$ cat config.mk
export PLATFORM = sky130hd
export DESIGN_NAME = mtg_cell
export DESIGN_NICKNAME = d
export VERILOG_FILES = /design/src/rtl/core/mtg_cell.sv
export SDC_FILE = /design/constraint.sdc
export NUM_CORES = 1
export LEC_CHECK = 0
export BUFFER_PORTS_ARGS = -buffer_cell sky130_fd_sc_hd__buf_4
export CORE_UTILIZATION = 30
export DETAILED_ROUTE_END_ITERATION = 16
export GPL_ROUTABILITY_DRIVEN = 0
export GPL_TIMING_DRIVEN = 0
export SYNTH_ARGS = -nofsm -noshare
export SYNTH_HDL_FRONTEND = slang
export SYNTH_SLANG_ARGS = --single-unit
$ cat constraint.sdc
create_clock -name i_clk -period 0.8 [get_ports i_clk]
set_clock_uncertainty 0.1 [all_clocks]
set_input_delay 0.16 -clock i_clk [delete_from_list [all_inputs] [get_ports i_clk]]
set_output_delay 0.16 -clock i_clk [all_outputs]
set_load 0.05 [all_outputs]
$ cat src/rtl/core/mtg_cell.sv
// mtg_cell: one state word of the generator's shift row.
// Loads its input word on every shift; no package dependency.
`default_nettype none
module mtg_cell #(
    parameter int unsigned WIDTH = 32
) (
    input  wire logic             i_clk,
    input  wire logic             i_shift,
    input  wire logic [WIDTH-1:0] i_d,
    output logic      [WIDTH-1:0] o_q
);

    logic [WIDTH-1:0] r_word;

    // word storage, payload only
    always_ff @(posedge i_clk) begin
        if (i_shift) begin
            r_word <= i_d;
        end
    end

    assign o_q = r_word;

endmodule
`default_nettype wire

* Word level (Yosys, flattened, before mapping)
Cells that the tools add are included.
** Word-level totals
- Register bits after elaboration :: 32
- Input port bits :: 34
- Output and inout port bits :: 32
- Logic and storage cells :: 1

* Logic depth before layout (Yosys ltp)
- Depth after elaboration :: 0
- Depth in mapped cells :: 0

* Worst setup path after synthesis
Ideal clock, no wire load.
- Path kind :: reg2out
- From :: register r_word[0] (netlist: o_q[0])
- To :: output o_q[0]
- Cell stages (with the launch flop) :: 1
- Buffers on the path :: 0
- Arrival time :: 601 ps
- Data required time :: 540 ps
- Slack :: -61 ps
- Cell sequence :: edfxtp_1
** RTL lines
- start, declared :: RTL line 13 : logic [WIDTH-1:0] r_word;
- start signal, assigned :: RTL line 18 : r_word <= i_d;
- end, declared :: RTL line 10 : output logic [WIDTH-1:0] o_q
No word-level cell between the ends.

* Final worst setup path
- From :: register r_word[28] (netlist: o_q[28])
- To :: output o_q[28]
No word-level cell between the ends.

==> impl_summary.log <==
INFO  metric synth.net_count = 66
INFO  metric hold-path-cell-count = 1
INFO  metric total_switching_power = 1130 uW
INFO  metric max_frequency = 863 MHz
INFO  metric ys_warn_count = 0
INFO  metric cts-htree-levels = 2
INFO  metric outcome = complete, but fails checks
INFO  metric flops_latches_synth = 32
INFO  metric min_path_type = in -> reg
INFO  metric numPlacedInstances = 141
INFO  metric ant_nets = 0
INFO  metric first_global_vias = 586
INFO  metric post_drt_via_cell_ratio = 4.01
INFO  metric synth_sequential_area_ratio = 100%
INFO  metric ant_cells = 0
INFO  metric io_buffer_count = 65
INFO  metric rsz0062_at_grt = yes
INFO  metric grt_overflow_total = 0
INFO  metric finalPower = 3800 uW
INFO  metric avgSynthCellArea = 30.0 um2
INFO  metric power_density = 2110 nW/um2
INFO  metric synth_commonest_cells = 32 x sky130_fd_sc_hd__edfxtp_1
INFO  metric max-clock-path-buffers = 2
INFO  metric maximum_capacitance_violations = 0
INFO  metric irDropWorstVdd = 0.00114 V
INFO  metric fin_crit_period = 1.16 ns
INFO  metric data_arrival_time_of_the_worst_path = 0.90 ns
INFO  metric timing.final.hold_violations = 19
INFO  metric detail_route.wirelength = 2160 um
INFO  metric timing.critical_path.buf_inv = 1
INFO  metric clkTransAtPathRegs = 0.09 ns
INFO  metric startpoint_class = flip-flop
INFO  metric start_util = 31.5%
INFO  metric cts-buffers-inserted = 5
INFO  metric cp_top_family = flip-flops
INFO  metric post_drt_wl_per_cell = 13.4 um
INFO  metric clock_power_share = 21.3%
INFO  metric internal_power = 2680 uW
INFO  metric floorplan.die_area = 3430 um2
INFO  metric via_count = 646
INFO  metric dieWidth = 58.6 um
INFO  metric seq_power_share = 54.0%
INFO  metric synth_cell_types = 1
INFO  metric final_report_max_slew_violation_count = 0
INFO  metric fillerInstances = 253
INFO  metric cts.root.buffer_cell = sky130_fd_sc_hd__clkbuf_4
INFO  metric post_route_cells_drive_above_1_share = 59.8%
INFO  metric path_depth = 1
INFO  metric synthArstFlopShare = 0%
INFO  metric nMultiInputCombCells = 0
INFO  metric nets = 151
INFO  metric route.detailed.drc = 0
INFO  metric most_numerous_cell_in_the_yosys_netlist = sky130_fd_sc_hd__edfxtp_1
INFO  metric netlist_instances = 32
INFO  metric die_y = 58.6 um
INFO  metric min_period_over_period = 145%
INFO  metric violated_checks = hold timing, setup timing
INFO  metric slowest_delay = 0.40 ns
INFO  metric setup_viol = 45
INFO  metric post-cts-setup-buffers = 0
INFO  metric first_iter_violations = 22
INFO  metric cell_types_with_the_largest_area_share_after_synthesis = sky130_fd_sc_hd__edfxtp_1 100%
INFO  metric netlist.area_leader.share = 100%
INFO  metric worst-path-max-fanout = 1
INFO  metric num_rows = 20
INFO  metric placement.setup.worst_slack = -0.183 ns
INFO  metric cp_cell_sequence = buf_6
INFO  metric tightestPinTransition = 0.408 ns
INFO  metric worstPathRequired = 0.54 ns
INFO  metric synthDominantAreaCellType = sky130_fd_sc_hd__edfxtp_1
INFO  metric tritoncts = yes
INFO  metric fp.coreArea = 3050 um2
INFO  metric criticalPathCategory = reg -> out
INFO  metric ys.flop_type = sky130_fd_sc_hd__edfxtp_1
INFO  metric layout.cells.non_filler = 161
INFO  metric largest_reg_flops = 32
INFO  metric critical_path_top_delay_cell = sky130_fd_sc_hd__edfxtp_1
INFO  metric fin_worst_hold_slack = -0.0901 ns
INFO  metric setup-tns-final = -11.23 ns
INFO  metric grtUsageTotal = 12.8%
INFO  metric power.combinational.fraction = 24.8%
INFO  metric clock_sinks = 32
INFO  metric power.static_leakage = 0.000746 uW
INFO  metric max-slew-margin-rel = 72.8%
INFO  metric io-pin-count = 66
INFO  metric largest_net_degree_at_the_start_of_global_routing = 33
INFO  metric final_core_util = 58.9%
INFO  metric sw_share = 29.6%
INFO  metric synthToLayoutAreaGrowth = 87.2%
INFO  metric synth_enable_flop_cells = 32
INFO  metric drt_first_pass_iters = 3
INFO  metric wire_length_of_the_first_global_routing_pass = 2890 um
INFO  metric area_of_the_multi_input_gates = 0 um2
INFO  metric critical_path_capture_point_type = output pin
INFO  metric initial_antenna_violation_count = 0
INFO  metric post_synthesis_instance_area = 961 um2
INFO  metric postLayoutSetupSlackWorst = -0.358 ns
cells by family (layout without fill, tap and decap cells):
| family | after synthesis | in the layout | share of synthesized area, % |
|---|---|---|---|
| flops | 32 | 32 | 100 |
| buf+inv | 0 | 85 | 0 |
power groups by stage:
stage / registers, uW / clock network [uW] / logic [uW]
floorplan: 2530 / 0 / 0
global placement: 2060 / 0 / 811
detailed placement: 2060 / 0 / 816
CTS: 2050 / 850 / 895
global route: 2070 / 910 / 969
finish: 2050 / 808 / 942
timing repair:
action | 4_1_cts | 5_1_grt
endpoints found under the hold margin | 32 | 32
gates resized for setup | 32 | 0
setup endpoints to repair | 32 | 32
pin swaps | 0 | 0
cell usage in the layout, fill, tap and decap left out:
cell / synthesis / layout
sky130_fd_sc_hd__buf_4: 0 / 33
sky130_fd_sc_hd__buf_6: 0 / 32
sky130_fd_sc_hd__clkbuf_4: 0 / 5
sky130_fd_sc_hd__clkinv_1: 0 / 2
sky130_fd_sc_hd__dlygate4sd3_1: 0 / 13
sky130_fd_sc_hd__edfxtp_1: 32 / 32
metrics by stage:
step	cell area, um2	hold slack (ns)
2_1_floorplan	961	0.159
3_3_place_gp	1500	0.239
3_5_place_dp	1500	0.239
4_1_cts	1670	-0.109
5_1_grt	1800	-0.117
6_report	1800	-0.0901
final timing paths:
kind / start / endpoint / slack (ns)
worst max-delay path: o_q[28]$_DFFE_PP_ / o_q[28] / -0.36
worst min-delay path: i_d[22] / o_q[22]$_DFFE_PP_ / -0.09
layer usage:
metal | wire [um] | vias up | global-route usage (%) | part of all wire (%)
li1 | - | 299 | - | -
met4 | 48 | 0 | 7.82 | 2.2
met1 | 828 | 305 | 15.0 | 38
met5 | 0 | - | 0 | 0
met3 | 200 | 7 | 8.13 | 9.3
met2 | 1080 | 35 | 17.7 | 50
layout make-up:
cell class / instances / area [um2] / area share (%)
timing repair buffer: 78 / 738 / 41.0
clock buffer: 5 / 37.5 / 2.09
sequential: 32 / 961 / 53.4
tap: 44 / 55.1 / 3.06
clock inverter: 2 / 7.51 / 0.417
(Power assumes the default switching activity.)
