===== config.mk =====
export PLATFORM = sky130hd
export DESIGN_NAME = mtg_seed_step
export DESIGN_NICKNAME = d
export VERILOG_FILES = /design/src/rtl/core/mtg_pkg.sv /design/src/rtl/core/mtg_seed_step.sv
export SDC_FILE = /design/constraint.sdc
export NUM_CORES = 1
export LEC_CHECK = 0
export ABC_CLOCK_PERIOD_IN_PS = 8000
export BUFFER_PORTS_ARGS = -buffer_cell sky130_fd_sc_hd__buf_2
export CAP_MARGIN = 10
export CORE_UTILIZATION = 25
export DETAILED_ROUTE_END_ITERATION = 16
export PLACE_DENSITY = 0.41
export SLEW_MARGIN = 10
export SYNTH_ARGS = -nofsm -noshare
export SYNTH_HDL_FRONTEND = slang
export SYNTH_SLANG_ARGS = --single-unit

===== constraint.sdc =====
create_clock -name vclk -period 8
set_clock_uncertainty 0.2 [all_clocks]
set_input_delay 0.8 -clock vclk [all_inputs]
set_output_delay 0.8 -clock vclk [all_outputs]
set_load 0.1 [all_outputs]

===== src/rtl/core/mtg_pkg.sv =====
// mtg_pkg: constants, control state type and word functions for the MT19937 core.
// Used by mtg_seed_step and mersenne_twister_generator_core; no dependencies.
`default_nettype none
package mtg_pkg;

    localparam int unsigned WORD_W = 32;

    // initialization recurrence and twist constants
    localparam logic [WORD_W-1:0] INIT_MULT  = 32'd1812433253;
    localparam logic [WORD_W-1:0] RESET_SEED = 32'd5489;
    localparam logic [WORD_W-1:0] TWIST_XOR  = 32'h9908_B0DF;
    localparam logic [WORD_W-1:0] UPPER_BIT  = 32'h8000_0000;
    localparam logic [WORD_W-1:0] LOWER_BITS = 32'h7FFF_FFFF;
    localparam int unsigned       INIT_SHIFT = 30;

    // tempering constants
    localparam logic [WORD_W-1:0] TEMPER_B = 32'h9D2C_5680;
    localparam logic [WORD_W-1:0] TEMPER_C = 32'hEFC6_0000;

    typedef logic [WORD_W-1:0] t_word;

    // op codes of an input transaction
    typedef enum logic {
        OP_DRAW = 1'b0,
        OP_SEED = 1'b1
    } t_op;

    // control state: filling the cell row or streaming draws
    typedef enum logic {
        ST_FILL = 1'b0,
        ST_RUN  = 1'b1
    } t_state;

    // one twist step from the current, next and middle words
    function automatic t_word f_twist(input t_word cur, input t_word nxt, input t_word mid);
        t_word y;
        t_word v;
        y = (cur & UPPER_BIT) | (nxt & LOWER_BITS);
        v = mid ^ (y >> 1);
        if (y[0]) begin
            v = v ^ TWIST_XOR;
        end
        return v;
    endfunction

    // output tempering
    function automatic t_word f_temper(input t_word w);
        t_word y;
        y = w;
        y = y ^ (y >> 11);
        y = y ^ ((y << 7) & TEMPER_B);
        y = y ^ ((y << 15) & TEMPER_C);
        y = y ^ (y >> 18);
        return y;
    endfunction

endpackage
`default_nettype wire


===== src/rtl/core/mtg_seed_step.sv =====
// mtg_seed_step: one step of the seeding recurrence, s[i] = M * (s ^ (s >> 30)) + i.
// Depends on mtg_pkg for the multiplier constant and word type.
`default_nettype none
module mtg_seed_step #(
    parameter int unsigned IDX_W = 10
) (
    input  wire mtg_pkg::t_word   i_prev,
    input  wire logic [IDX_W-1:0] i_index,
    output mtg_pkg::t_word        o_next
);
    import mtg_pkg::*;

    t_word w_mix;
    t_word w_prod;

    // low half of the 32x32 product, then add the index
    assign w_mix  = i_prev ^ (i_prev >> INIT_SHIFT);
    assign w_prod = t_word'(w_mix * INIT_MULT);
    assign o_next = w_prod + WORD_W'(i_index);

endmodule
`default_nettype wire


# Yosys cells after proc, flatten, opt, wreduce, memory -nomap -nowiden

Index checks and enable logic that the tools add are counted.

Register bits after elaboration: 0
Input bits: 42
Output and inout bits: 32

$add $sub $neg: 1
$mul: 1
Bitwise gates (word level): 1

Operators with widths:

| operator                                            | number |
|---|---|
| adder 32 x 10 -> 32 bit                             | 1 |
| multiplier 32 x 31 -> 32 bit, second input constant | 1 |
| bitwise XOR 32 x 2 -> 32 bit                        | 1 |

# Depth between registers and ports, before layout

Gate-level depths: netlist of run 1.

Depth in word-level cells: 3
Gate-level depth with buffers: 25

# Worst setup path after synthesis of run 1

Ideal clock, no wire load.

Kind: input to output
Start point: input i_prev[0]
End point: output o_next[28]
Arrival time: 8051 ps
Required time: 7000 ps
Path slack: -1051 ps
Stages on the path: 23
Path buffers: 0
Cells stage by stage: xor2_1 -> xor2_1 -> ha_1 -> or2_2 -> ha_1 -> inv_1 -> fa_1 -> inv_1 -> ha_1 -> fa_1 -> fa_1 -> fa_1 -> inv_1 -> fa_1 -> inv_1 -> ha_1 -> and3_1 -> and3_2 -> and4bb_4 -> a2111oi_2 -> o21a_1 -> nor2_1 -> xnor2_1

Longest elaborated chain between the ends: 3

RTL lines:

| item                         | line                | source |
|---|---|---|
| start, declared              | mtg_seed_step.sv:7  | `input wire mtg_pkg::t_word i_prev,` |
| bitwise XOR 32 x 2 -> 32 bit | mtg_seed_step.sv:17 | `assign w_mix = i_prev ^ (i_prev >> INIT_SHIFT);` |
| multiplier 32 x 31 -> 32 bit | mtg_seed_step.sv:18 | `assign w_prod = t_word'(w_mix * INIT_MULT);` |
| adder 32 x 10 -> 32 bit      | mtg_seed_step.sv:19 | `assign o_next = w_prod + WORD_W'(i_index);` |
| end, declared                | mtg_seed_step.sv:9  | `output mtg_pkg::t_word o_next` |

No other way between the ends.

# Final worst setup path of run 1

Start point: input i_prev[0]
End point: output o_next[30]

Same word-level chain as after synthesis.

==> impl_metrics.csv, run 1 <==
group,metric,value,unit
run_status,status,"finished clean",
placement,placement.io_buffers,74,
finish,layout_commonest_cell,"inv_1",
finish,fin_area,10200,µm²
yosys,yosysWarnings,0,
floorplanning,dieArea,33500,µm²
critical_path,cp.arrival,6900,ps
sta,setup_viol,0,
sta,min_period,7900,ps
detailed_routing,vias_per_cell,4.09,
finish,layout_common_cells,"inv_1, ha_1, fa_1, buf_2, buf_4",
detailed_routing,wirelength,20.1,mm
detailed_routing,drtPass1Iterations,4,
global_routing,antenna_found_initial,0,
detailed_routing,wire_per_inst,14.7,µm
sta,hold_violations,0,
finish,seq_cells,0,
global_routing,grt_pass1_vias,6426,
job,drv_cap,0,
finish,fin_util,31.9,%
finish,regArea,0,µm²
yosys,synthCells,806,
detailed_routing,vias,5602,
cts,ctsHoldBuffers,0,
sta,tightestPinTransition,507,ps
yosys,ys_seq_area_share,0,%
floorplanning,rows,65,
critical_path,start_kind,"input port",
yosys,syn-mean-instance-area,10.2,µm²
finish,layout-drive-gt1-share,20.9,%
floorplanning,fp.dieW,183,µm
critical_path,cp_max_fo,3,
sta,slew_headroom,66.5,%
finish,num-clock-buffers,0,
placement,dp_hpwl,18.9,mm
finish,diodes,0,
yosys,synth_nets,1237,
finish,nets,1369,
floorplanning,dieHeight,183,µm
yosys,syn_area,8200,µm²
critical_path,worstPathRequired,7000,ps
placement,place.gp.congestion,0.795,
detailed_routing,drtIter0Drc,139,
global_routing,grt_pass1_wl,33.8,mm
detailed_routing,ant_nets,0,
global_routing,grt_overflow_total,0,
detailed_routing,drc,0,
placement,place_area,9910,µm²
yosys,synth_cell_type_count,47,
global_routing,grt_usage,12.9,%
global_routing,grt_start_max_net_pins,11,
sta,rsz0062_at_grt,"yes",
sta,slew_violations,0,
sta,period_share,98.8,%
floorplanning,io_pins,74,
critical_path,crit_type,"in2out",
finish,area_growth,24.2,%
floorplanning,core_area,31900,µm²
critical_path,cp-end-kind,"output port",
floorplanning,start_util,25.7,%
min_path,holdCritPathClass,"in2out",
sta,fmax,0.127,GHz
## cell usage after synthesis (all sizes together)
| cell | instances | area, µm² |
|---|---|---|
| xnor2 | 43 | 377 |
| a221o | 1 | 10.0 |
| o21ai | 10 | 57.6 |
| and2b | 1 | 7.51 |
| inv | 234 | 878 |
| a31oi | 1 | 6.26 |
| a211oi | 2 | 15.0 |
| and3 | 2 | 13.8 |
| and2 | 2 | 12.5 |
| fa | 152 | 3040 |
| nand4 | 1 | 6.26 |
| xor2 | 17 | 149 |
| o22ai | 1 | 6.26 |
| nor4 | 1 | 6.26 |
| o211ai | 4 | 30.0 |
| a211o | 2 | 18.8 |
| nor3 | 4 | 20.0 |
| nand3 | 6 | 30.0 |
| and4bb | 1 | 16.3 |
| or4bb | 1 | 12.5 |
| nand2 | 8 | 32.5 |
| or2 | 3 | 18.8 |
| and4 | 1 | 8.76 |
| a21boi | 1 | 7.51 |
| o21a | 6 | 45.0 |
| nor3b | 1 | 7.51 |
| nor2 | 15 | 56.3 |
| a21oi | 20 | 108 |
| a41oi | 1 | 16.3 |
| a21o | 11 | 86.3 |
| nand2b | 2 | 12.5 |
| o2111ai | 3 | 32.5 |
| a22oi | 1 | 7.51 |
| mux2i | 1 | 10.0 |
| or3 | 1 | 6.26 |
| a2111oi | 1 | 15.0 |
| o21bai | 3 | 22.5 |
| ha | 237 | 2970 |
| nor2b | 4 | 25.0 |
## cell families after synthesis
family                   count (synthesis)  synth area share, %
adder cells (fa/ha/maj)                389                 73.3
XOR/XNOR                                60                 6.41
buffers and inverters                  234                 10.7
multiplexers                             1                0.122
AO/OA/AOI/OAI                           68                 5.91
AND/OR/NAND/NOR                         54                 3.57
## final timing paths
check,start,end,slack (ps),cells after the start
setup / recovery,i_prev[0],o_next[30],100,27
hold / removal,i_index[0],o_next[0],1970,3
## metrics by stage
stage,setup slack (ps),hold slack (ps),setup TNS (ps),cells
global placement,-30.2,1970,-30.2,1370
finish,99.4,1970,0,1371
detailed placement,-65.1,1980,-65.1,1370
global route,-190,1990,-263,1371
floorplan,-9.26,1950,-9.26,806
CTS,5.37,1980,0,1370
## worst max-delay path, stage by stage
cell and delay (ps):
buf_8 100, xor2_4 190, xor2_2 190, ha_2 190
or2_4 230, ha_4 260, inv_2 30, fa_1 500
inv_2 50, ha_4 150, fa_1 540, fa_2 460
fa_1 530, inv_2 40, fa_1 510, inv_2 50
ha_4 280, nand3_4 70, nor3_2 200, a41oi_2 210
a2111oi_4 400, buf_4 160, o21a_1 160, o21ai_2 80
mux2i_1 150, o211ai_1 130, clkbuf_16 220
## what timing repair did
| action | in CTS | in global routing |
|---|---|---|
| endpoints found under the hold margin | 0 | 0 |
| resized for setup | 3 | 47 |
| pin swaps | 3 | 39 |
| setup buffers | 0 | 1 |
| setup endpoints to repair | 2 | 4 |
## area by class of cell
cell class                      instances  area, µm²
Inverter                              234        878
Fill cell                            3424      21700
Multi-Input combinational cell        572       7740
Timing Repair Buffer                  130       1010
Tap cell                              435        544
## layer usage
layer | wire length, µm | vias up | track usage [%]
met5 | 0 | - | 0
met4 | 97 | 0 | 0.500
met3 | 223 | 4 | 0.238
met2 | 10100 | 51 | 23.6
met1 | 9670 | 2743 | 17.7
li1 | - | 2804 | -
Power of run 1 is not shown: default switching activity piles up to over one toggle a cycle in this logic, so the estimate is an artifact.
==> run 2, diff against run 1 <==
--- a/config.mk
+++ b/config.mk
@@ -7,3 +7,3 @@
 export LEC_CHECK = 0
-export ABC_CLOCK_PERIOD_IN_PS = 8000
+export ABC_CLOCK_PERIOD_IN_PS = 8290
 export BUFFER_PORTS_ARGS = -buffer_cell sky130_fd_sc_hd__buf_2
@@ -12,3 +12,3 @@
 export DETAILED_ROUTE_END_ITERATION = 16
-export PLACE_DENSITY = 0.41
+export PLACE_DENSITY = 0.39
 export SLEW_MARGIN = 10
==> constraint.sdc (replaced) <==
create_clock -name vclk -period 8.29
set_clock_uncertainty 0.2 [all_clocks]
set_input_delay 1.658 -clock vclk [all_inputs]
set_output_delay 1.658 -clock vclk [all_outputs]
set_load 0.1 [all_outputs]
==> run 2 against run 1 <==
  * The run now ends with setup timing left
  * Sequential share of layout area did not move
  * Setup slack got worse by 1300 ps
  * Clock-buffer cell count did not move
  * Routed wire length rose by 7.4%
  * Via count rose by 6.4%
  * Global-route usage rose by 0.95 points
  * First-iteration DRC count fell by 25%
  * Non-clock buffer count rose by 94
  * Largest cell class unchanged
==> impl_metrics.csv, run 2 (synthesized netlist as in run 1, its figures left out) <==
group,metric,value,unit
critical_path,start_kind,"input port",
critical_path,cp_slowest_cell,"fa_1",
global_routing,grt_pass1_wl,36.1,mm
global_routing,grt_overflow_total,0,
sta,setup_viol,17,
critical_path,worst-path-stages,28,
sta,rsz0062_at_grt,"yes",
placement,place.gp.congestion,0.742,
finish,final.fill_count,3257,
sta,fmax,0.106,GHz
detailed_routing,drc,0,
finish,regArea,0,µm²
global_routing,grt_usage,13.8,%
detailed_routing,drtIter0Drc,104,
sta,period_share,114,%
finish,multi_input_area,8450,µm²
run_status,violations,"setup timing",
finish,fin_area,11900,µm²
sta,setup_tns,-12910,ps
detailed_routing,vias_per_cell,4.07,
detailed_routing,vias,5962,
detailed_routing,wire_per_inst,14.7,µm
detailed_routing,drtPass1Iterations,4,
placement,dp_hpwl,20.3,mm
global_routing,grt_pass1_vias,6813,
finish,area_growth,45.5,%
finish,seq_cells,0,
critical_path,cp-end-kind,"output port",
sta,slew_violations,0,
min_path,hold_depth,3,
global_routing,grt_start_max_net_pins,9,
finish,num-clock-buffers,0,
finish,layout_commonest_cell,"inv_1",
critical_path,crit_type,"in2out",
floorplanning,io_pins,74,
critical_path,cp.arrival,7600,ps
floorplanning,start_util,25.7,%
sta,setup_ws,-1170,ps
floorplanning,fp.dieW,183,µm
detailed_routing,ant_nets,0,
min_path,worstHoldStart,"i_index[0]",
critical_path,worstPathRequired,6430,ps
critical_path,crit_family,"adder cells",
finish,diodes,0,
floorplanning,core_area,31900,µm²
sta,hold_slack,3690,ps
sta,min_period,9460,ps
floorplanning,dieArea,33500,µm²
critical_path,path_buf_inv,7,
finish,layout-drive-gt1-share,36.0,%
min_path,holdCritPathClass,"in2out",
detailed_routing,wirelength,21.6,mm
floorplanning,rows,65,
critical_path,cp_slowest_stage_delay,530,ps
job,drv_cap,0,
run_status,status,"complete, but fails checks",
sta,slew_headroom,67.6,%
critical_path,startpoint,"i_prev[1]",
finish,nets,1463,
floorplanning,dieHeight,183,µm
sta,tightestPinTransition,489,ps
critical_path,cp_max_fo,4,
placement,post-place-ws,-1350,ps
finish,layout_common_cells,"inv_1, ha_1, fa_1, buf_4, buf_2",
placement,placement.io_buffers,74,
sta,hold_violations,0,
placement,place_area,11100,µm²
global_routing,antenna_found_initial,0,
-- run 2: final timing paths --
path	endpoint	slack, ps
worst max-delay path	o_next[30]	-1170
worst min-delay path	o_next[0]	3690
-- run 2: final cells by class --
cell class	instances	area share, %
Inverter	234	7.36
Multi-Input combinational cell	572	70.8
Tap cell	435	4.56
Timing Repair Buffer	224	17.2
-- run 2: repair_timing --
item | 4_1_cts | 5_1_grt
endpoints found under the hold margin | 0 | 0
hold buffers | 0 | 0
pin swaps | 61 | 37
resized for setup | 114 | 42
buffers inserted | 11 | 8
endpoints found under the setup margin | 21 | 20
cloned | 0 | 0
-- run 2: per-layer routing --
layer / global-route usage [%] / wire (µm)
met1: 19.7 / 10900
met2: 24.6 / 10400
met3: 0.218 / 218
met4: 0.200 / 97
met5: 0 / 0
-- run 2: stage by stage --
step                util, %  std cells
floorplan                 -        806
global placement       34.8       1450
detailed placement     34.8       1450
CTS                    36.8       1460
global route           37.4       1465
finish                 37.4       1465
Power of run 2 is left out for the same reason.
